**config.mk**
```make
export PLATFORM = sky130hd
export DESIGN_NAME = three_wire_rtc_serial_master_core
export DESIGN_NICKNAME = d
export VERILOG_FILES = /design/src/rtl/twrsm_pkg.sv /design/src/rtl/twrsm_engine.sv /design/src/rtl/twrsm_skid.sv /design/src/rtl/three_wire_rtc_serial_master_core.sv
export VERILOG_INCLUDE_DIRS = /design/src /design/src/rtl
export SDC_FILE = /design/constraint.sdc
export NUM_CORES = 1
export LEC_CHECK = 0
export CAP_MARGIN = 20
export CELL_PAD_IN_SITES_DETAIL_PLACEMENT = 0
export CELL_PAD_IN_SITES_GLOBAL_PLACEMENT = 1
export CORE_ASPECT_RATIO = 1.25
export CORE_MARGIN = 2
export CORE_UTILIZATION = 35
export CTS_CLUSTER_SIZE = 28
export DETAILED_ROUTE_END_ITERATION = 8
export DONT_BUFFER_PORTS = 1
export PLACE_DENSITY_LB_ADDON = 0.1
export SLEW_MARGIN = 0
export SYNTH_ARGS = -nofsm -noshare
export SYNTH_HDL_FRONTEND = slang
export SYNTH_SLANG_ARGS = --single-unit
export TNS_END_PERCENT = 1
```
**constraint.sdc**
```tcl
create_clock -name clock -period 4.7 [get_ports clock]
set_input_delay 0.94 -clock clock [delete_from_list [all_inputs] [get_ports clock]]
set_output_delay 0.94 -clock clock [all_outputs]
set_load 0.01 [all_outputs]
```
**src/rtl/three_wire_rtc_serial_master_core_macros.svh**
```systemverilog
// assertion helpers shared by the core modules
// both expect signals named clock and reset in the module that uses them
`ifndef THREE_WIRE_RTC_SERIAL_MASTER_CORE_MACROS_SVH
`define THREE_WIRE_RTC_SERIAL_MASTER_CORE_MACROS_SVH

`ifndef NO_ASSERTIONS
`define TWRSM_ASSERT(label, prop, msg) \
   label: assert property (@(posedge clock) disable iff (reset) prop) else $error(msg);
`define TWRSM_ASSERT_NEVER(label, prop, msg) \
   label: assert property (@(posedge clock) disable iff (reset) !(prop)) else $error(msg);
`else
`define TWRSM_ASSERT(label, prop, msg)
`define TWRSM_ASSERT_NEVER(label, prop, msg)
`endif

`endif

```
**src/rtl/twrsm_pkg.sv**
```systemverilog
package twrsm_pkg;

   localparam int BYTE_BITS       = 8;
   localparam int BIT_INDEX_WIDTH = 3;
   localparam logic [BIT_INDEX_WIDTH-1:0] LAST_BIT = BIT_INDEX_WIDTH'(BYTE_BITS - 1);

   localparam int CSR_INDEX_WIDTH = 3;
   localparam int CSR_DATA_WIDTH  = 16;

   localparam logic [CSR_INDEX_WIDTH-1:0] CSR_INACTIVE_DELAY     = 3'd0;
   localparam logic [CSR_INDEX_WIDTH-1:0] CSR_ENABLE_SETUP_DELAY = 3'd1;
   localparam logic [CSR_INDEX_WIDTH-1:0] CSR_DATA_SETUP_DELAY   = 3'd2;
   localparam logic [CSR_INDEX_WIDTH-1:0] CSR_CLOCK_HIGH_DELAY   = 3'd3;
   localparam logic [CSR_INDEX_WIDTH-1:0] CSR_BYTE_GAP_DELAY     = 3'd4;

   localparam logic OP_WRITE = 1'b0;
   localparam logic OP_READ  = 1'b1;

   typedef struct packed {
      logic                 start_req;
      logic                 op;
      logic [BYTE_BITS-1:0] address;
      logic [BYTE_BITS-1:0] write_data;
      logic                 io_in;
   } req_payload_type;

   typedef struct packed {
      logic                 chip_enable;
      logic                 serial_clock;
      logic                 io_out;
      logic                 io_drive;
      logic                 busy_res;
      logic                 done_res;
      logic [BYTE_BITS-1:0] read_data;
   } rsp_payload_type;

endpackage

```
**src/rtl/twrsm_engine.sv**
```systemverilog
`include "three_wire_rtc_serial_master_core_macros.svh"

module twrsm_engine #(
   parameter int DELAY_WIDTH = 16
) (
   input  logic                                     clock,
   input  logic                                     reset,
   input  logic                                     step,
   input  twrsm_pkg::req_payload_type               item,
   input  logic                                     csr_write,
   input  logic [twrsm_pkg::CSR_INDEX_WIDTH-1:0]    csr_index,
   input  logic [twrsm_pkg::CSR_DATA_WIDTH-1:0]     csr_data,
   output twrsm_pkg::rsp_payload_type               result
);

   typedef enum logic [11:0] {
      PH_IDLE      = 12'b0000_0000_0001,
      PH_INACT     = 12'b0000_0000_0010,
      PH_ENABLE    = 12'b0000_0000_0100,
      PH_ESETUP    = 12'b0000_0000_1000,
      PH_ADDR_LOW  = 12'b0000_0001_0000,
      PH_ADDR_HIGH = 12'b0000_0010_0000,
      PH_GAP       = 12'b0000_0100_0000,
      PH_DATA_LOW  = 12'b0000_1000_0000,
      PH_DATA_HIGH = 12'b0001_0000_0000,
      PH_RD_LOW    = 12'b0010_0000_0000,
      PH_RD_HIGH   = 12'b0100_0000_0000,
      PH_DONE      = 12'b1000_0000_0000
   } phase_type;

   localparam int BW = twrsm_pkg::BYTE_BITS;
   localparam int IW = twrsm_pkg::BIT_INDEX_WIDTH;

   logic [DELAY_WIDTH-1:0] inactive_delay_ff, enable_setup_delay_ff, data_setup_delay_ff;
   logic [DELAY_WIDTH-1:0] clock_high_delay_ff, byte_gap_delay_ff;
   logic [DELAY_WIDTH-1:0] csr_value;

   phase_type              phase_ff, phase_in;
   logic [IW-1:0]          bit_index_ff, bit_index_in;
   logic [DELAY_WIDTH-1:0] wait_count_ff, wait_count_in;
   logic [BW-1:0]          send_shift_ff, send_shift_in;
   logic [BW-1:0]          receive_shift_ff, receive_shift_in;
   logic                   latched_kind_ff, latched_kind_in;
   logic [BW-1:0]          latched_data_ff, latched_data_in;

   logic [DELAY_WIDTH-1:0] wait_dec;
   logic [DELAY_WIDTH-1:0] setup_wait;

   assign csr_value = DELAY_WIDTH'(csr_data);

   always_ff @(posedge clock) begin
      if (reset) begin
         inactive_delay_ff     <= '0;
         enable_setup_delay_ff <= '0;
         data_setup_delay_ff   <= '0;
         clock_high_delay_ff   <= '0;
         byte_gap_delay_ff     <= '0;
      end else if (csr_write) begin
         case (csr_index)
            twrsm_pkg::CSR_INACTIVE_DELAY:     inactive_delay_ff     <= csr_value;
            twrsm_pkg::CSR_ENABLE_SETUP_DELAY: enable_setup_delay_ff <= csr_value;
            twrsm_pkg::CSR_DATA_SETUP_DELAY:   data_setup_delay_ff   <= csr_value;
            twrsm_pkg::CSR_CLOCK_HIGH_DELAY:   clock_high_delay_ff   <= csr_value;
            twrsm_pkg::CSR_BYTE_GAP_DELAY:     byte_gap_delay_ff     <= csr_value;
            default: begin
            end
         endcase
      end
   end

   // saturating countdown shared by the wait phases
   assign wait_dec = (wait_count_ff != '0) ? wait_count_ff - DELAY_WIDTH'(1) : '0;

   // enable setup less data setup, clamped at zero, writes only
   assign setup_wait = (latched_kind_ff == twrsm_pkg::OP_WRITE &&
                        enable_setup_delay_ff > data_setup_delay_ff) ?
                       enable_setup_delay_ff - data_setup_delay_ff : '0;

   always_comb begin
      phase_in         = phase_ff;
      bit_index_in     = bit_index_ff;
      wait_count_in    = wait_count_ff;
      send_shift_in    = send_shift_ff;
      receive_shift_in = receive_shift_ff;
      latched_kind_in  = latched_kind_ff;
      latched_data_in  = latched_data_ff;

      result              = '0;
      result.io_drive     = 1'b1;
      result.busy_res     = 1'b1;

      case (phase_ff)
         PH_INACT: begin
            wait_count_in = wait_dec;
            if (wait_dec == '0) begin
               phase_in = PH_ENABLE;
            end
         end
         PH_ENABLE: begin
            result.chip_enable = 1'b1;
            if (setup_wait != '0) begin
               phase_in      = PH_ESETUP;
               wait_count_in = setup_wait;
            end else begin
               phase_in      = PH_ADDR_LOW;
               bit_index_in  = '0;
               wait_count_in = data_setup_delay_ff;
            end
         end
         PH_ESETUP: begin
            result.chip_enable = 1'b1;
            wait_count_in      = wait_dec;
            if (wait_dec == '0) begin
               phase_in      = PH_ADDR_LOW;
               bit_index_in  = '0;
               wait_count_in = data_setup_delay_ff;
            end
         end
         PH_ADDR_LOW, PH_DATA_LOW: begin
            result.chip_enable = 1'b1;
            result.io_out      = send_shift_ff[0];
            if (wait_count_ff == '0) begin
               phase_in      = (phase_ff == PH_ADDR_LOW) ? PH_ADDR_HIGH : PH_DATA_HIGH;
               wait_count_in = clock_high_delay_ff;
            end else begin
               wait_count_in = wait_dec;
            end
         end
         PH_ADDR_HIGH, PH_DATA_HIGH: begin
            result.chip_enable  = 1'b1;
            result.serial_clock = 1'b1;
            result.io_out       = send_shift_ff[0];
            if (wait_count_ff != '0) begin
               wait_count_in = wait_dec;
            end else begin
               send_shift_in = {1'b0, send_shift_ff[BW-1:1]};
               if (bit_index_ff != twrsm_pkg::LAST_BIT) begin
                  bit_index_in  = bit_index_ff + IW'(1);
                  phase_in      = (phase_ff == PH_ADDR_HIGH) ? PH_ADDR_LOW : PH_DATA_LOW;
                  wait_count_in = data_setup_delay_ff;
               end else if (phase_ff == PH_DATA_HIGH) begin
                  phase_in = PH_DONE;
               end else if (latched_kind_ff == twrsm_pkg::OP_WRITE) begin
                  if (byte_gap_delay_ff != '0) begin
                     phase_in      = PH_GAP;
                     wait_count_in = byte_gap_delay_ff;
                  end else begin
                     phase_in      = PH_DATA_LOW;
                     send_shift_in = latched_data_ff;
                     bit_index_in  = '0;
                     wait_count_in = data_setup_delay_ff;
                  end
               end else begin
                  phase_in         = PH_RD_LOW;
                  bit_index_in     = '0;
                  receive_shift_in = '0;
               end
            end
         end
         PH_GAP: begin
            result.chip_enable = 1'b1;
            wait_count_in      = wait_dec;
            if (wait_dec == '0) begin
               phase_in      = PH_DATA_LOW;
               send_shift_in = latched_data_ff;
               bit_index_in  = '0;
               wait_count_in = data_setup_delay_ff;
            end
         end
         PH_RD_LOW: begin
            result.chip_enable = 1'b1;
            result.io_drive    = 1'b0;
            receive_shift_in   = {item.io_in, receive_shift_ff[BW-1:1]};
            phase_in           = PH_RD_HIGH;
         end
         PH_RD_HIGH: begin
            result.chip_enable  = 1'b1;
            result.serial_clock = 1'b1;
            result.io_drive     = 1'b0;
            if (bit_index_ff != twrsm_pkg::LAST_BIT) begin
               bit_index_in = bit_index_ff + IW'(1);
               phase_in     = PH_RD_LOW;
            end else begin
               phase_in = PH_DONE;
            end
         end
         PH_DONE: begin
            result.busy_res  = 1'b0;
            result.done_res  = 1'b1;
            result.read_data = (latched_kind_ff == twrsm_pkg::OP_READ) ? receive_shift_ff : '0;
            phase_in         = PH_IDLE;
         end
         default: begin
            // idle, and any code that means nothing
            result.busy_res = 1'b0;
            phase_in        = PH_IDLE;
            if (item.start_req) begin
               result.busy_res  = 1'b1;
               latched_kind_in  = item.op;
               latched_data_in  = item.write_data;
               send_shift_in    = item.address;
               receive_shift_in = '0;
               bit_index_in     = '0;
               if (item.op == twrsm_pkg::OP_WRITE && inactive_delay_ff != '0) begin
                  phase_in      = PH_INACT;
                  wait_count_in = inactive_delay_ff;
               end else begin
                  phase_in = PH_ENABLE;
               end
            end
         end
      endcase
   end

   always_ff @(posedge clock) begin
      if (reset) begin
         phase_ff         <= PH_IDLE;
         bit_index_ff     <= '0;
         wait_count_ff    <= '0;
         send_shift_ff    <= '0;
         receive_shift_ff <= '0;
         latched_kind_ff  <= 1'b0;
         latched_data_ff  <= '0;
      end else if (step) begin
         phase_ff         <= phase_in;
         bit_index_ff     <= bit_index_in;
         wait_count_ff    <= wait_count_in;
         send_shift_ff    <= send_shift_in;
         receive_shift_ff <= receive_shift_in;
         latched_kind_ff  <= latched_kind_in;
         latched_data_ff  <= latched_data_in;
      end
   end

   `TWRSM_ASSERT(a_done_to_idle,
      (step && phase_ff == PH_DONE) |=> (phase_ff == PH_IDLE),
      "done did not return to idle")
   `TWRSM_ASSERT(a_read_start,
      (step && phase_ff == PH_IDLE && item.start_req && item.op == twrsm_pkg::OP_READ)
         |=> (phase_ff == PH_ENABLE),
      "read start did not raise enable")
   `TWRSM_ASSERT(a_rx_only_reads,
      (phase_ff == PH_RD_LOW || phase_ff == PH_RD_HIGH) |-> (latched_kind_ff == twrsm_pkg::OP_READ),
      "receive phase during a write")

endmodule

```
**src/rtl/twrsm_skid.sv**
```systemverilog
`include "three_wire_rtc_serial_master_core_macros.svh"

module twrsm_skid (
   input  logic                        clock,
   input  logic                        reset,
   input  logic                        in_valid,
   input  twrsm_pkg::rsp_payload_type  in_data,
   output logic                        in_stall,
   output logic                        out_valid,
   output twrsm_pkg::rsp_payload_type  out_data,
   input  logic                        out_stall
);

   logic                        out_valid_ff, out_valid_in;
   twrsm_pkg::rsp_payload_type  out_data_ff, out_data_in;
   logic                        skid_valid_ff, skid_valid_in;
   twrsm_pkg::rsp_payload_type  skid_data_ff, skid_data_in;
   logic                        out_free;

   assign out_free = !out_valid_ff || !out_stall;

   always_comb begin
      out_valid_in  = out_valid_ff;
      out_data_in   = out_data_ff;
      skid_valid_in = skid_valid_ff;
      skid_data_in  = skid_data_ff;
      if (out_free) begin
         if (skid_valid_ff) begin
            out_valid_in  = 1'b1;
            out_data_in   = skid_data_ff;
            skid_valid_in = 1'b0;
         end else begin
            out_valid_in = in_valid;
            if (in_valid) begin
               out_data_in = in_data;
            end
         end
      end else if (in_valid) begin
         skid_valid_in = 1'b1;
         skid_data_in  = in_data;
      end
   end

   always_ff @(posedge clock) begin
      if (reset) begin
         out_valid_ff  <= 1'b0;
         skid_valid_ff <= 1'b0;
      end else begin
         out_valid_ff  <= out_valid_in;
         skid_valid_ff <= skid_valid_in;
      end
   end

   always_ff @(posedge clock) begin
      out_data_ff  <= out_data_in;
      skid_data_ff <= skid_data_in;
   end

   assign in_stall  = skid_valid_ff;
   assign out_valid = out_valid_ff;
   assign out_data  = out_data_ff;

   `TWRSM_ASSERT_NEVER(a_skid_without_out, (skid_valid_ff && !out_valid_ff), "skid holds an item ahead of an empty output")
   `TWRSM_ASSERT(a_skid_fill, $rose(skid_valid_ff) |-> $past(out_valid_ff && out_stall), "skid filled while output was free")
   `TWRSM_ASSERT(a_skid_drain, $fell(skid_valid_ff) |-> out_valid_ff, "skid drained without refilling the output")

endmodule

```
**src/rtl/three_wire_rtc_serial_master_core.sv**
```systemverilog
// three-wire serial master: chip enable, serial clock and a shared data line
//
// req channel: one item per tick of the pin waveform; each item carries the
//   start request, transfer kind, address and write bytes and the sampled
//   level of the data line. a start is honored only while idle
// rsp channel: exactly one item per accepted req item, in order, giving the
//   pin levels for that tick, busy, done and the byte of a finished read
// csr channel: delay registers, which the user must write only while no transfer
//   is running, the block does not enforce it; csr_ready is always high
// rsp timing: each result item is held in a register before it appears on rsp
// throughput: one item per cycle while req_stall is low; the whole tick
//   is worked out by the phase sequencer between the item and the result
//   register, and a wait counter stands in for every delay, not a stall
// rsp stall: a result that arrives while the output is stalled parks in a
//   one-deep skid stage; req_stall rises only once that skid is full and
//   drops as soon as the output is taken
// reset: synchronous, clears the sequencer to idle, all delays to zero and
//   both result slots to empty; no clearing pass, the block is usable at
//   the first cycle after reset
module three_wire_rtc_serial_master_core #(
   parameter int DELAY_WIDTH = 16
) (
   input  logic                                     clock,
   input  logic                                     reset,

   // tick items in
   input  logic                                     req_valid,
   output logic                                     req_stall,
   input  twrsm_pkg::req_payload_type               req_payload,

   // pin and status items out
   output logic                                     rsp_valid,
   input  logic                                     rsp_stall,
   output twrsm_pkg::rsp_payload_type               rsp_payload,

   // delay register writes
   input  logic                                     csr_valid,
   output logic                                     csr_ready,
   input  logic [twrsm_pkg::CSR_INDEX_WIDTH-1:0]    csr_index,
   input  logic [twrsm_pkg::CSR_DATA_WIDTH-1:0]     csr_data
);

   logic                        req_accept;
   logic                        csr_write;
   twrsm_pkg::rsp_payload_type  step_result;

   // register writes never wait
   assign csr_ready  = 1'b1;
   assign csr_write  = csr_valid && csr_ready;

   // an item advances the sequencer only when taken
   assign req_accept = req_valid && !req_stall;

   // one tick of the pin sequencer per accepted item
   twrsm_engine #(
      .DELAY_WIDTH (DELAY_WIDTH)
   ) u_engine (
      .clock     (clock),
      .reset     (reset),
      .step      (req_accept),
      .item      (req_payload),
      .csr_write (csr_write),
      .csr_index (csr_index),
      .csr_data  (csr_data),
      .result    (step_result)
   );

   // result register plus skid so the req side keeps flowing under a stall
   twrsm_skid u_skid (
      .clock     (clock),
      .reset     (reset),
      .in_valid  (req_accept),
      .in_data   (step_result),
      .in_stall  (req_stall),
      .out_valid (rsp_valid),
      .out_data  (rsp_payload),
      .out_stall (rsp_stall)
   );

endmodule

```
Word-level counts from Yosys, hierarchy flattened
Index checks and enable logic that the tools add are counted.
{ "totals": {"input_bits": 43, "word_cells": 182, "register_bits": 166} }
{ "classes": {"n_reduce_logical": 47, "eq_ne": 31, "addsub": 3, "order_cmp": 1, "bitwise_logic": 8, "mux": 64} }
{ "op_table": {"columns": ["cell", "count"], "rows": [
  ["two-way mux 16 bit", 12],
  ["two-way mux 8 bit", 15],
  ["case mux 12 bit (9 select lines)", 1],
  ["two-way mux 12 bit", 8],
  ["case mux 16 bit (6 select lines)", 1],
  ["nonzero test 16 bit", 4],
  ["case mux 8 bit (3 select lines)", 2],
  ["two-way mux 3 bit", 11],
  ["logical NOT 16 bit", 2],
  ["two-way mux 14 bit", 2],
  ["two-way mux 9 bit", 2],
  ["> comparator 16 bit", 1],
  ["OR reduction 8 bit", 2],
  ["subtractor 16 x 1 -> 16 bit (second input constant)", 1],
  ["subtractor 16 bit", 1],
  ["case mux 3 bit (5 select lines)", 1],
  ["inequality test 2 x 1 -> 1 bit (second input constant)", 7],
  ["AND reduction 2 bit", 7],
  ["== test 12 x 10 -> 1 bit (second input constant)", 1],
  ["== test 12 x 11 -> 1 bit (second input constant)", 1],
  ["== test 12 bit (second input constant)", 1],
  ["== test 12 x 2 -> 1 bit (second input constant)", 1],
  ["== test 12 x 3 -> 1 bit (second input constant)", 1],
  ["== test 12 x 4 -> 1 bit (second input constant)", 1],
  ["39 further kinds", 68]
]} }

Depth between registers and ports, before layout
{ "logic_depth": {"word_depth": 7, "ltp_mapped": 13} }

Modules after synthesis
From an unflattened synthesis, not the netlist that was laid out.
{ "unflattened": {"cells_unflattened": 1188, "area_unflattened_um2": 9465.3} }
{ "modules_own_cells": {"columns": ["module", "cells_each", "area_each_um2", "n_inst", "seq_area_each_um2"], "rows": [
  ["twrsm_engine", 1133, 8308.0, 1, 2722.6],
  ["twrsm_skid", 52, 1132.3, 1, 880.8],
  ["three_wire_rtc_serial_master_core", 3, 25.0, 1, 0.0]
]} }

Worst setup path after synthesis
No wires, ideal clock.
{ "synth_timing": {"path_kind": "register to register", "startpoint": "register u_engine.enable_setup_delay_ff[0]", "endpoint": "register u_engine.wait_count_ff[1]", "path_slack_ns": 1.504, "n_path_buf": 1, "stages_incl_launch_ff": 14, "arrival_ns": 3.112, "period_less_slack_ns": 3.196, "required_ns": 4.616, "path_cell_list": "dfxtp_1 -> inv_1 -> ha_1 -> fa_1 -> nand2b_1 -> a21oi_1 -> o31ai_1 -> a21oi_1 -> mux2_2 -> a211o_1 -> nor4_4 -> nor2_2 -> buf_6 -> o31ai_2"} }
{ "synth_between": {"elab_chain_cells": 6} }
{ "synth_rtl": {"columns": ["item", "line_no", "text"], "rows": [
  ["start, declared", "twrsm_engine.sv:34", "logic [DELAY_WIDTH-1:0] inactive_delay_ff, enable_setup_delay_ff, data_setup_delay_ff;"],
  ["start signal, assigned", "twrsm_engine.sv:61", "twrsm_pkg::CSR_ENABLE_SETUP_DELAY: enable_setup_delay_ff <= csr_value;"],
  ["> comparator 16 bit", "twrsm_engine.sv:76", "enable_setup_delay_ff > data_setup_delay_ff) ?"],
  ["logical AND 1 bit", "twrsm_engine.sv:75", "assign setup_wait = (latched_kind_ff == twrsm_pkg::OP_WRITE &&"],
  ["two-way mux 16 bit (*)", "twrsm_engine.sv:76", null],
  ["nonzero test 16 bit", "twrsm_engine.sv:101", "if (setup_wait != '0) begin"],
  ["two-way mux 16 bit (*)", "twrsm_engine.sv:101", null],
  ["case mux 16 bit (6 select lines) (*)", "twrsm_engine.sv:92", "case (phase_ff)"],
  ["end signal, assigned", "twrsm_engine.sv:227", "wait_count_ff <= wait_count_in;"],
  ["end, declared", "twrsm_engine.sv:40", "logic [DELAY_WIDTH-1:0] wait_count_ff, wait_count_in;"]
]} }
Every way passes the cells marked *; elsewhere a longest branch is shown, timed or not.
A chain may end at the register's enable or synchronous reset.

Final worst setup path
{ "layout_timing": {"startpoint": "register u_engine.data_setup_delay_ff[0]", "endpoint": "register u_engine.wait_count_ff[10]"} }
{ "layout_between": {"elab_chain_cells": 6} }
{ "layout_rtl": {"columns": ["item", "line_no", "text"], "rows": [
  ["start, declared", "twrsm_engine.sv:34", null],
  ["start signal, assigned", "twrsm_engine.sv:62", "twrsm_pkg::CSR_DATA_SETUP_DELAY: data_setup_delay_ff <= csr_value;"],
  ["> comparator 16 bit", "twrsm_engine.sv:76", null],
  ["logical AND 1 bit", "twrsm_engine.sv:75", null],
  ["two-way mux 16 bit (*)", "twrsm_engine.sv:76", null],
  ["nonzero test 16 bit", "twrsm_engine.sv:101", null],
  ["two-way mux 16 bit (*)", "twrsm_engine.sv:101", null],
  ["case mux 16 bit (6 select lines) (*)", "twrsm_engine.sv:92", null]
]} }
Marked as above.

==> results.sh <==
export IMPL_status="completed"
export IMPL_synth_area_leader_cell="dfxtp_1"
export IMPL_postSynth_topFlopCell="dfxtp_1"
export IMPL_synth_seq_area_share_pct=38.7
export IMPL_number_of_drc_violations_after_detailed_routing=0
export IMPL_timing_final_max_slew_violations=0
export IMPL_clk_pin_slew_ns=0.07
export IMPL_die_height_um=186
export IMPL_dr_total_vias=8301
export IMPL_yosys_area_top_type_share_pct=29.7
export IMPL_power_per_cell_area_nw_per_um2=333
export IMPL_yosys_area_share_xor_xnor_pct=2.26
export IMPL_pin_count=60
export IMPL_width_of_the_die_um=150
export IMPL_grt_pass1_vias=7920
export IMPL_routabilityCongestion=0.923
export IMPL_synth_adder_area_share_pct=2.77
export IMPL_crit_path_max_fanout=12
export IMPL_synth_async_sr_flop_share_pct=0
export IMPL_postSynthNetCount=1231
export IMPL_synth_most_common_cell="nand2_1"
export IMPL_clk_insertion_delay_late_ns=0.44
export IMPL_global_route_overflow_total=0
export IMPL_syn_avg_cell_area_um2=7.96
export IMPL_critical_path_top_cell_by_count="a21oi_1"
export IMPL_design_die_area_um2=27900
export IMPL_grt_total_usage_pct=23.1
export IMPL_drt_pass1_iter_count=5
export IMPL_route_met3_wl_um=941
export IMPL_cp_end_kind="flip-flop"
export IMPL_cts_resized_gates=0
export IMPL_synth_mux_area_fraction_pct=4.72
export IMPL_area_growth_synth_to_final_pct=8.65
export IMPL_detail_route_vias_per_cell=5.60
export IMPL_yosys_area_share_simple_pct=26.8
export IMPL_synthesis_area_um2=9300
export IMPL_synth_top_family_by_area="simple AND/OR/NAND/NOR gates"
export IMPL_worst_ir_drop_vdd_uv=187
export IMPL_final_setup_violating_endpoints=0
export IMPL_fraction_of_the_mapped_netlist_area_in_compound_gates_pct=19.6
export IMPL_design_core_area_um2=26100
export IMPL_syn_inst=1168
export IMPL_synth_distinct_cells=85
export IMPL_fmax_mhz=259
export IMPL_antenna_cells_inserted=0
export IMPL_cts_num_sinks=166
export IMPL_critPathMaxStageDelay_ns=0.59
export IMPL_yosys_warnings=0
export IMPL_synth_edff_count=28
export IMPL_critical_path_slowest_cell="a311oi_1"
export IMPL_timing_critical_path_cells="ha_1, fa_1, nand2b_1, a21oi_1, o31ai_1, a21oi_1, a2111oi_0, a311oi_1, nor4_4, nor2_2, o21ai_0"
export IMPL_cp_data_arrival_time_ns=4.16
export IMPL_hpwlAfterDp_um=23600
export IMPL_worst_setup_path_start_kind="flip-flop"
export IMPL_finalWorstPathRequiredPeriod_ns=3.86
export IMPL_synth_area_top_cells="dfxtp_1 30%, nand2_1 10%, edfxtp_1 9.0%"
export IMPL_layout_nets=1192
export IMPL_antenna_found_initial=0
export IMPL_top_signal_layer_used="met4"
export IMPL_post_cts_hold_buffer_count=0
export IMPL_maxCapViolCount=0
export IMPL_ys_top_cells_by_count="253 x nand2_1, 149 x a21oi_1, 138 x dfxtp_1"
export IMPL_cts_tree="done"
export IMPL_htree_num_levels=4
export IMPL_leak_pwr_nw=3.62
export IMPL_first_iter_violations=552
export IMPL_normalized_max_slew_margin_pct=32.8
export IMPL_wl_per_cell_um=21.5
export IMPL_post_route_period_util_pct=82.2
export IMPL_tritoncts_num_buffers=17
export IMPL_finClkSkew_ns=0.0141
export IMPL_met1_length_um=13800
export IMPL_io_buffer_count=0
export IMPL_crit_required_ns=4.99
export IMPL_floorplan_rows=66
export IMPL_tightestPinTransition_ns=1.00
export IMPL_drive_above_1_share_pct=9.11
export IMPL_class_of_the_tightest_hold_or_removal_check="flip-flop to flip-flop"
export IMPL_root_buffer="clkbuf_16"
export IMPL_hold_viol=0
export IMPL_routed_wirelength_um=31900
export IMPL_setup_tns_ns=0
export IMPL_fill_cells=2806
export IMPL_wl_met2_um=16100
export IMPL_postSynthRegisterBits=166
export IMPL_pin_count_of_the_biggest_net_entering_global_routing=135
export IMPL_path_class="flip-flop to flip-flop"
export IMPL_global_route_wire_length_before_repair_um=48700
export IMPL_initial_utilization_pct=35.6
export IMPL_layout_core_utilization_pct=38.7
export IMPL_antenna_left=0
export IMPL_cts_buffer_depth=2
export IMPL_rsz0062_at_grt="false"
export IMPL_post_cts_repair_setup_buffers=0
-- per-stage QoR --
stage                     cell area, µm²  hold slack [ns]  cells  setup WS, ns  power, mW
after detailed placement            9500            0.441   1450         0.925       1.95
after global placement              9500            0.431   1449          1.02       1.95
after CTS                          10100            0.451   1482         0.896       3.40
after global routing               10100            0.469   1482         0.510       3.50
final                              10100            0.453   1482         0.835       3.37
after floorplan                     9300            0.428   1168          1.50       1.85
-- cell type report --
cell class	instances	area, µm²	area share [%]
Clock inverter	13	136	1.35
Inverter	33	124	1.23
Tap cell	340	425	4.21
Sequential cell	166	3600	35.7
Clock buffer	19	464	4.59
Timing Repair Buffer	16	120	1.19
Multi-Input combinational cell	895	5230	51.8
-- cell usage in the layout, fill, tap and decap left out, types with 7 or more instances in the layout --
| cell | n |
|---|---|
| edfxtp_1 | 28 |
| o211ai_1 | 18 |
| mux2i_1 | 27 |
| nor3_1 | 20 |
| o221ai_1 | 10 |
| mux2_2 | 15 |
| nand3_1 | 30 |
| nor4b_1 | 9 |
| and3_1 | 16 |
| xor2_1 | 12 |
| nand4_1 | 17 |
| xnor2_1 | 12 |
| or2_2 | 17 |
| a21oi_1 | 149 |
| nand2b_1 | 11 |
| nor2_1 | 70 |
| clkbuf_16 | 18 |
| nand2_1 | 253 |
| ha_1 | 19 |
| a222oi_1 | 7 |
| buf_4 | 16 |
| dfxtp_1 | 138 |
| nor4_1 | 20 |
| inv_1 | 33 |
| o21ai_0 | 40 |
| nor2b_1 | 10 |
-- final timing paths --
check                                             endpoint                       startpoint  slack (ns)  depth (start not counted)
worst max register to register  u_engine.wait_count_ff[10]  u_engine.data_setup_delay_ff[0]        0.84                         11
worst max-delay path            u_engine.wait_count_ff[10]  u_engine.data_setup_delay_ff[0]        0.84                         11
worst min-delay path             u_engine.send_shift_ff[3]        u_engine.send_shift_ff[3]        0.45                          2
worst min register to register   u_engine.send_shift_ff[3]        u_engine.send_shift_ff[3]        0.45                          2
-- where the power goes --
| part | switching, mW | total [mW] | internal [mW] |
|---|---|---|---|
| logic | 0.256 | 0.404 | 0.148 |
| clock network | 0.654 | 1.44 | 0.791 |
| registers | 0.0369 | 1.52 | 1.48 |
| total | 0.947 | 3.37 | 2.42 |
-- cells by family (layout without fill, tap and decap cells) --
family,after synthesis,in the layout
compound gates,292,292
xor+xnor,24,24
fa+ha+maj,20,20
buf+inv,107,81
flops,166,166
mux,42,42
other cells,1,1
simple gates,516,516
-- critical path: cells and delay by family, from the launching register on --
kind,cells,cell delay [ns]
AO/OA/AOI/OAI,6,1.80
adder cells (fa/ha/maj),2,0.69
flip-flops,1,0.34
AND/OR/NAND/NOR,3,0.90
-- registers in the layout, summed over array words and instances, names as in the netlist --
register,count
u_engine.data_setup_delay_ff,16
u_engine.clock_high_delay_ff,16
u_skid.out_valid,1
u_engine.inactive_delay_ff,16
u_skid.in_stall,1
u_skid.out_data,14
u_skid.skid_data_ff,14
u_engine.send_shift_ff,8
u_engine.latched_kind_ff,1
u_engine.enable_setup_delay_ff,16
u_engine.phase_ff,12
u_engine.bit_index_ff,3
u_engine.receive_shift_ff,8
u_engine.latched_data_ff,8
u_engine.byte_gap_delay_ff,16
u_engine.wait_count_ff,16
-- per-layer routing --
| metal | track usage [%] | up-vias |
|---|---|---|
| li1 | - | 4102 |
| met1 | 28.4 | 4006 |
| met2 | 40.9 | 151 |
| met3 | 3.22 | 42 |
| met4 | 8.98 | 0 |
| met5 | 0 | - |
Power figures use the tool's default switching activity.
